==> config.mk <==
export PLATFORM = sky130hd
export DESIGN_NAME = pwl_ctrl
export DESIGN_NICKNAME = d
export VERILOG_FILES = /design/src/rtl/pwl_pkg.sv /design/src/rtl/pwl_ctrl.sv
export SDC_FILE = /design/constraint.sdc
export NUM_CORES = 1
export LEC_CHECK = 0
export BUFFER_PORTS_ARGS = -buffer_cell sky130_fd_sc_hd__buf_2
export CAP_MARGIN = 40
export CORE_AREA = 2 2 39 41
export CTS_BUF_LIST = sky130_fd_sc_hd__clkbuf_16
export CTS_CLUSTER_DIAMETER = 40
export DETAILED_ROUTE_END_ITERATION = 16
export DIE_AREA = 0 0 41 43
export HOLD_SLACK_MARGIN = 0.08
export PLACE_DENSITY = 0.75
export SYNTH_ARGS = -nofsm -noshare
export SYNTH_HDL_FRONTEND = slang
export SYNTH_SLANG_ARGS = --single-unit
==> constraint.sdc <==
create_clock -name clk -period 2.9 [get_ports clk]
set_clock_uncertainty 0.1 [all_clocks]
set_input_delay 0.87 -clock clk [delete_from_list [all_inputs] [get_ports clk]]
set_output_delay 0.87 -clock clk [all_outputs]
set_load 0.01 [all_outputs]
==> src/rtl/pwl_pkg.sv <==
// Shared types, constants and codes of the piecewise linear lookup unit.
package pwl_pkg;

	localparam int FRAC_BITS = 16;
	localparam int DEF_MAX_POINTS = 256;
	localparam int DEF_NUM_CURVES = 3;

	localparam int PIX_W = 16 + FRAC_BITS;
	localparam int DIFF_W = ((PIX_W > 32) ? PIX_W : 32) + 2;
	localparam int MAG_W = 33;
	localparam int NUM_W = 2 * MAG_W;
	localparam int DEN_W = MAG_W;
	localparam int MUL_STEPS = MAG_W;

	localparam logic [1:0] REQ_LOAD = 2'd0;
	localparam logic [1:0] REQ_QUERY = 2'd1;
	localparam logic [1:0] REQ_CLEAR = 2'd2;

	localparam logic CFG_OFFSET_X = 1'b0;
	localparam logic CFG_SCALE_X = 1'b1;

	typedef struct packed {
		logic [1:0] req_type;
		logic [1:0] chart_id;
		logic [7:0] point_index;
		logic signed [31:0] point_x;
		logic signed [31:0] point_y;
		logic is_last;
		logic [15:0] pixel_x;
	} req_t;

	typedef struct packed {
		logic [1:0] chart_id_out;
		logic signed [31:0] value_x;
		logic signed [31:0] value_y;
		logic in_range;
	} res_t;

	typedef enum logic [1:0] {RD_ZERO, RD_LAST, RD_IDX, RD_IDXM1} rd_sel_t;
	typedef enum logic {DIV_MAP, DIV_INTERP} div_sel_t;
	typedef enum logic [1:0] {OUT_ZERO, OUT_RDY, OUT_LEFT, OUT_INTERP} out_sel_t;

	typedef enum logic [3:0] {
		ST_IDLE, ST_CHK, ST_MAP, ST_X0, ST_XL, ST_RD, ST_CMP,
		ST_RDP, ST_LEFT, ST_PREP, ST_MUL, ST_DIV
	} state_t;

	typedef struct packed {
		logic cap;
		logic load_wr;
		logic clear;
		logic rd_en;
		rd_sel_t rd_sel;
		logic take_cx;
		logic i_init;
		logic i_inc;
		logic take_right;
		logic take_left;
		logic mul_start;
		logic div_start;
		div_sel_t div_sel;
		logic fire;
		out_sel_t out_sel;
	} cmd_t;

	typedef struct packed {
		logic curve_ok;
		logic single;
		logic below;
		logic above;
		logic more;
		logic dx_zero;
		logic mul_done;
		logic div_done;
	} sts_t;

endpackage

==> src/rtl/pwl_ctrl.sv <==
// Controller state machine sequencing loads, clears and queries.
module pwl_ctrl (
	input logic clk,
	input logic arst_n,
	input logic start,
	input logic [1:0] req_type,
	input pwl_pkg::sts_t sts,
	output pwl_pkg::cmd_t cmd,
	output logic busy
);
	import pwl_pkg::*;

	state_t state_q, state_d;

	always_ff @(posedge clk or negedge arst_n) begin
		if (!arst_n) begin
			state_q <= ST_IDLE;
		end else begin
			state_q <= state_d;
		end
	end

	always_comb begin
		state_d = state_q;
		cmd = '0;
		cmd.rd_sel = RD_ZERO;
		cmd.div_sel = DIV_MAP;
		cmd.out_sel = OUT_ZERO;
		case (state_q)
			ST_IDLE: begin
				if (start) begin
					cmd.cap = 1'b1;
					cmd.load_wr = req_type == REQ_LOAD;
					cmd.clear = req_type == REQ_CLEAR;
					if (req_type == REQ_QUERY) begin
						state_d = ST_CHK;
					end
				end
			end
			ST_CHK: begin
				if (!sts.curve_ok) begin
					cmd.fire = 1'b1;
					state_d = ST_IDLE;
				end else begin
					cmd.div_start = 1'b1;
					state_d = ST_MAP;
				end
			end
			ST_MAP: begin
				if (sts.div_done) begin
					cmd.take_cx = 1'b1;
					cmd.rd_en = 1'b1;
					state_d = ST_X0;
				end
			end
			ST_X0: begin
				if (sts.below) begin
					cmd.fire = 1'b1;
					state_d = ST_IDLE;
				end else begin
					cmd.rd_en = 1'b1;
					cmd.rd_sel = RD_LAST;
					state_d = ST_XL;
				end
			end
			ST_XL: begin
				if (sts.above) begin
					cmd.fire = 1'b1;
					state_d = ST_IDLE;
				end else if (sts.single) begin
					cmd.fire = 1'b1;
					cmd.out_sel = OUT_RDY;
					state_d = ST_IDLE;
				end else begin
					cmd.i_init = 1'b1;
					state_d = ST_RD;
				end
			end
			ST_RD: begin
				cmd.rd_en = 1'b1;
				cmd.rd_sel = RD_IDX;
				state_d = ST_CMP;
			end
			ST_CMP: begin
				if (sts.more) begin
					cmd.i_inc = 1'b1;
					state_d = ST_RD;
				end else begin
					cmd.take_right = 1'b1;
					state_d = ST_RDP;
				end
			end
			ST_RDP: begin
				cmd.rd_en = 1'b1;
				cmd.rd_sel = RD_IDXM1;
				state_d = ST_LEFT;
			end
			ST_LEFT: begin
				cmd.take_left = 1'b1;
				state_d = ST_PREP;
			end
			ST_PREP: begin
				if (sts.dx_zero) begin
					cmd.fire = 1'b1;
					cmd.out_sel = OUT_LEFT;
					state_d = ST_IDLE;
				end else begin
					cmd.mul_start = 1'b1;
					state_d = ST_MUL;
				end
			end
			ST_MUL: begin
				cmd.div_sel = DIV_INTERP;
				if (sts.mul_done) begin
					cmd.div_start = 1'b1;
					state_d = ST_DIV;
				end
			end
			ST_DIV: begin
				cmd.div_sel = DIV_INTERP;
				if (sts.div_done) begin
					cmd.fire = 1'b1;
					cmd.out_sel = OUT_INTERP;
					state_d = ST_IDLE;
				end
			end
			default: begin
				state_d = ST_IDLE;
			end
		endcase
	end

	assign busy = state_q != ST_IDLE;

endmodule

==> results.sh <==
export IMPL_routed_wl_um=1352
export IMPL_cp_endpoint="cmd[13]"
export IMPL_n_fill_cell=134
export IMPL_yosys_warnings=0
export IMPL_synthCells=79
export IMPL_tritoncts="yes"
export IMPL_comb_power_share=0.518
export IMPL_diodes=0
export IMPL_seqPwrFrac=0.202
export IMPL_period_minus_slack_ns=2.679
export IMPL_rsz0062_at_grt="no"
export IMPL_fp_dieH_um=43
export IMPL_syn_num_nets=92
export IMPL_grt_pass1_vias=560
export IMPL_fp_dieW_um=41
export IMPL_crit_path_top_delay_cell="or3_1"
export IMPL_numClockSinks=4
export IMPL_cts_buffers_inserted=3
export IMPL_r2r_setup_slack_ns=1.16
export IMPL_setup_ws_ns=0.2206
export IMPL_placed_area_um2=694.4
export IMPL_cp_required_ns=1.93
export IMPL_synth_edf_count=0
export IMPL_grt_overflow=0
export IMPL_crit_path_max_incr_delay_ns=0.34
export IMPL_yosys_top_cells_count="nand2_1 (12), nor2_1 (9), nor3_1 (5)"
export IMPL_crit_fanout=5
export IMPL_pwr_density_cell_mw_per_mm2=985.0
export IMPL_final_period_utilization=0.9239
export IMPL_arrival_ns=1.71
export IMPL_largest_reg_flops=4
export IMPL_coreArea_mm2=0.001384
export IMPL_wl_per_cell_um=10.90
export IMPL_clkTransAtPathRegs_ns=0.03
export IMPL_drv_cap=0
export IMPL_ys_async_sr_fraction=1.000
export IMPL_rows=14
export IMPL_relSlewSlack=0.6512
export IMPL_r2r_end="state_q[1]"
export IMPL_ios=31
export IMPL_ys_ff_latch=4
export IMPL_crit_path_start="sts[0]"
export IMPL_reg2reg_depth=4
export IMPL_drc=0
export IMPL_drtAntennaViolNets=0
export IMPL_r2r_start="state_q[1]"
export IMPL_switchingPower_mw=0.3136
export IMPL_cts_root_buf="clkbuf_16"
export IMPL_startpoint_type="primary input"
export IMPL_die_area_mm2=0.001763
export IMPL_syn_cell_area_um2=543.0
export IMPL_crit_type="primary input to output port"
export IMPL_vias=678
export IMPL_nNetsFinal=123
export IMPL_syn_to_final_growth_pct=41.71
export IMPL_drt_iter0_drc=20
export IMPL_place_gp_congestion=0.7703
export IMPL_max_vdd_ir_drop_uv=712.7
export IMPL_synth_cell_types=34
export IMPL_grt_pass1_wl_um=2228
export IMPL_htree_num_levels=1
export IMPL_postSynthAreaPerCell_um2=6.874
export IMPL_vias_per_cell=5.468
export IMPL_max_freq_mhz=373.2
export IMPL_clock_path_buffers=2
export IMPL_grt_antenna_before_repair=0
export IMPL_multiInputGateArea_um2=397.9
export IMPL_drv_slew=0
export IMPL_grt_usage=0.1849
export IMPL_run_status="finished clean"
export IMPL_hpwl_um=1055
export IMPL_cp_end_kind="output port"
export IMPL_netlist_area_leader_share=0.1843
export IMPL_fin_tns_setup_ns=0
export IMPL_crit_top_cell="buf_2"
export IMPL_clkLatencyLatePin_ns=0.22
export IMPL_ys_seq_area_frac=0.1843
export IMPL_cp_cell_sequence="buf_2, nand2_1, or3_1, a21oi_1, buf_2"
export IMPL_hp_class="primary input to async pin"
export IMPL_switching_share=0.4138
export IMPL_leakagePower_nw=0.4030
export IMPL_cts_resized=0
export IMPL_seq_area_um2=100.1
export IMPL_yosysMostFrequentCell="nand2_1"
export IMPL_p_clk_frac=0.280
export IMPL_internal_power_mw=0.4443
export IMPL_hold_buffers=0
export IMPL_grt_max_degree=20
export IMPL_top_register="state_q"
export IMPL_ys_top_cells_by_area="dfrtp_1 (18%), nand2_1 (8.3%), nor2_1 (6.2%)"
export IMPL_layout_drive_gt1_share=0.3796
export IMPL_synth_ff_type="dfrtp_1"
export IMPL_synth_top_area_cell="dfrtp_1"
export IMPL_cts_setup_buffers=0
export IMPL_worst_pin_slew_ns=0.5232
export IMPL_start_util=0.3924
export IMPL_firstDrtPassIters=4
export IMPL_largestRegisters="state_q (4)"
export IMPL_finalSetupViolCount=0
export IMPL_pre_cts_ws_ns=0.2286
export IMPL_final_cell_area_um2=769.5
export IMPL_hold_violations=0
export IMPL_port_buffers=30
power by group through the flow:
| stage | clock [mW] | combinational (mW) | sequential (mW) |
|---|---|---|---|
| final | 0.212 | 0.393 | 0.153 |
| after global routing | 0.224 | 0.441 | 0.161 |
| after CTS | 0.215 | 0.395 | 0.153 |
| after detailed placement | 0 | 0.392 | 0.153 |
| after global placement | 0 | 0.389 | 0.154 |
| after floorplan | 0 | 0.342 | 0.0988 |
how the worst min path moves through the flow:
stage	from	end	slack [ns]	cells past startpoint
floorplan	arst_n	state_q[0]	0.47	0
global placement	arst_n	state_q[3]	0.57	1
detailed placement	arst_n	state_q[3]	0.58	1
CTS	arst_n	state_q[2]	0.34	1
global route	arst_n	state_q[2]	0.34	1
finish	arst_n	state_q[2]	0.34	1
stage by stage:
stage / hold WS [ns] / std cells / util / total power, mW
CTS: 0.3438 / 124 / 0.5561 / 0.7631
global route: 0.3446 / 124 / 0.5561 / 0.8264
floorplan: 0.4744 / 79 / - / 0.4413
global placement: 0.5746 / 121 / 0.5018 / 0.5436
finish: 0.3420 / 124 / 0.5561 / 0.7579
detailed placement: 0.5790 / 121 / 0.5018 / 0.5456
cell families after synthesis:
logic type | Yosys count | synth area share
compound gates | 20 | 0.2673
buf+inv | 10 | 0.08293
simple gates | 45 | 0.4654
flops | 4 | 0.1843
per-layer routing:
| layer | track usage | share of wire | wire length (µm) | vias up |
|---|---|---|---|---|
| met3 | 0.07853 | 0.081 | 109 | 0 |
| li1 | - | - | - | 342 |
| met2 | 0.2781 | 0.49 | 667 | 25 |
| met4 | 0.04000 | 0 | 0 | 0 |
| met1 | 0.2387 | 0.43 | 575 | 311 |
| met5 | 0 | 0 | 0 | - |
critical path: cells and delay by family:
kind | cells | cell delay, ns
AO/OA/AOI/OAI | 1 | 0.15
buffers and inverters | 2 | 0.26
AND/OR/NAND/NOR | 2 | 0.43
final cells by class:
cell class | count | share of cell area
clock buffers | 3 | 0.09756
inverters | 5 | 0.02439
multi-input cells | 65 | 0.5171
flip-flops and latches | 4 | 0.1301
well taps | 16 | 0.02602
repair buffers | 31 | 0.2049
cell usage in the layout, fill, tap and decap left out, types with 2 or more instances in the layout:
master | Yosys | layout
nor2b_1 | 4 | 4
and3_1 | 2 | 2
and2_1 | 2 | 2
dfrtp_1 | 4 | 4
clkbuf_16 | 0 | 3
nand2_1 | 12 | 12
and2b_1 | 2 | 2
inv_1 | 4 | 4
nor2_1 | 9 | 9
nor3_1 | 5 | 5
o21bai_1 | 2 | 2
nand2b_1 | 2 | 2
o21ai_0 | 3 | 3
buf_2 | 3 | 30
a21oi_1 | 4 | 4
o22ai_1 | 2 | 2
Note: power is estimated with default switching activity, not from simulation.
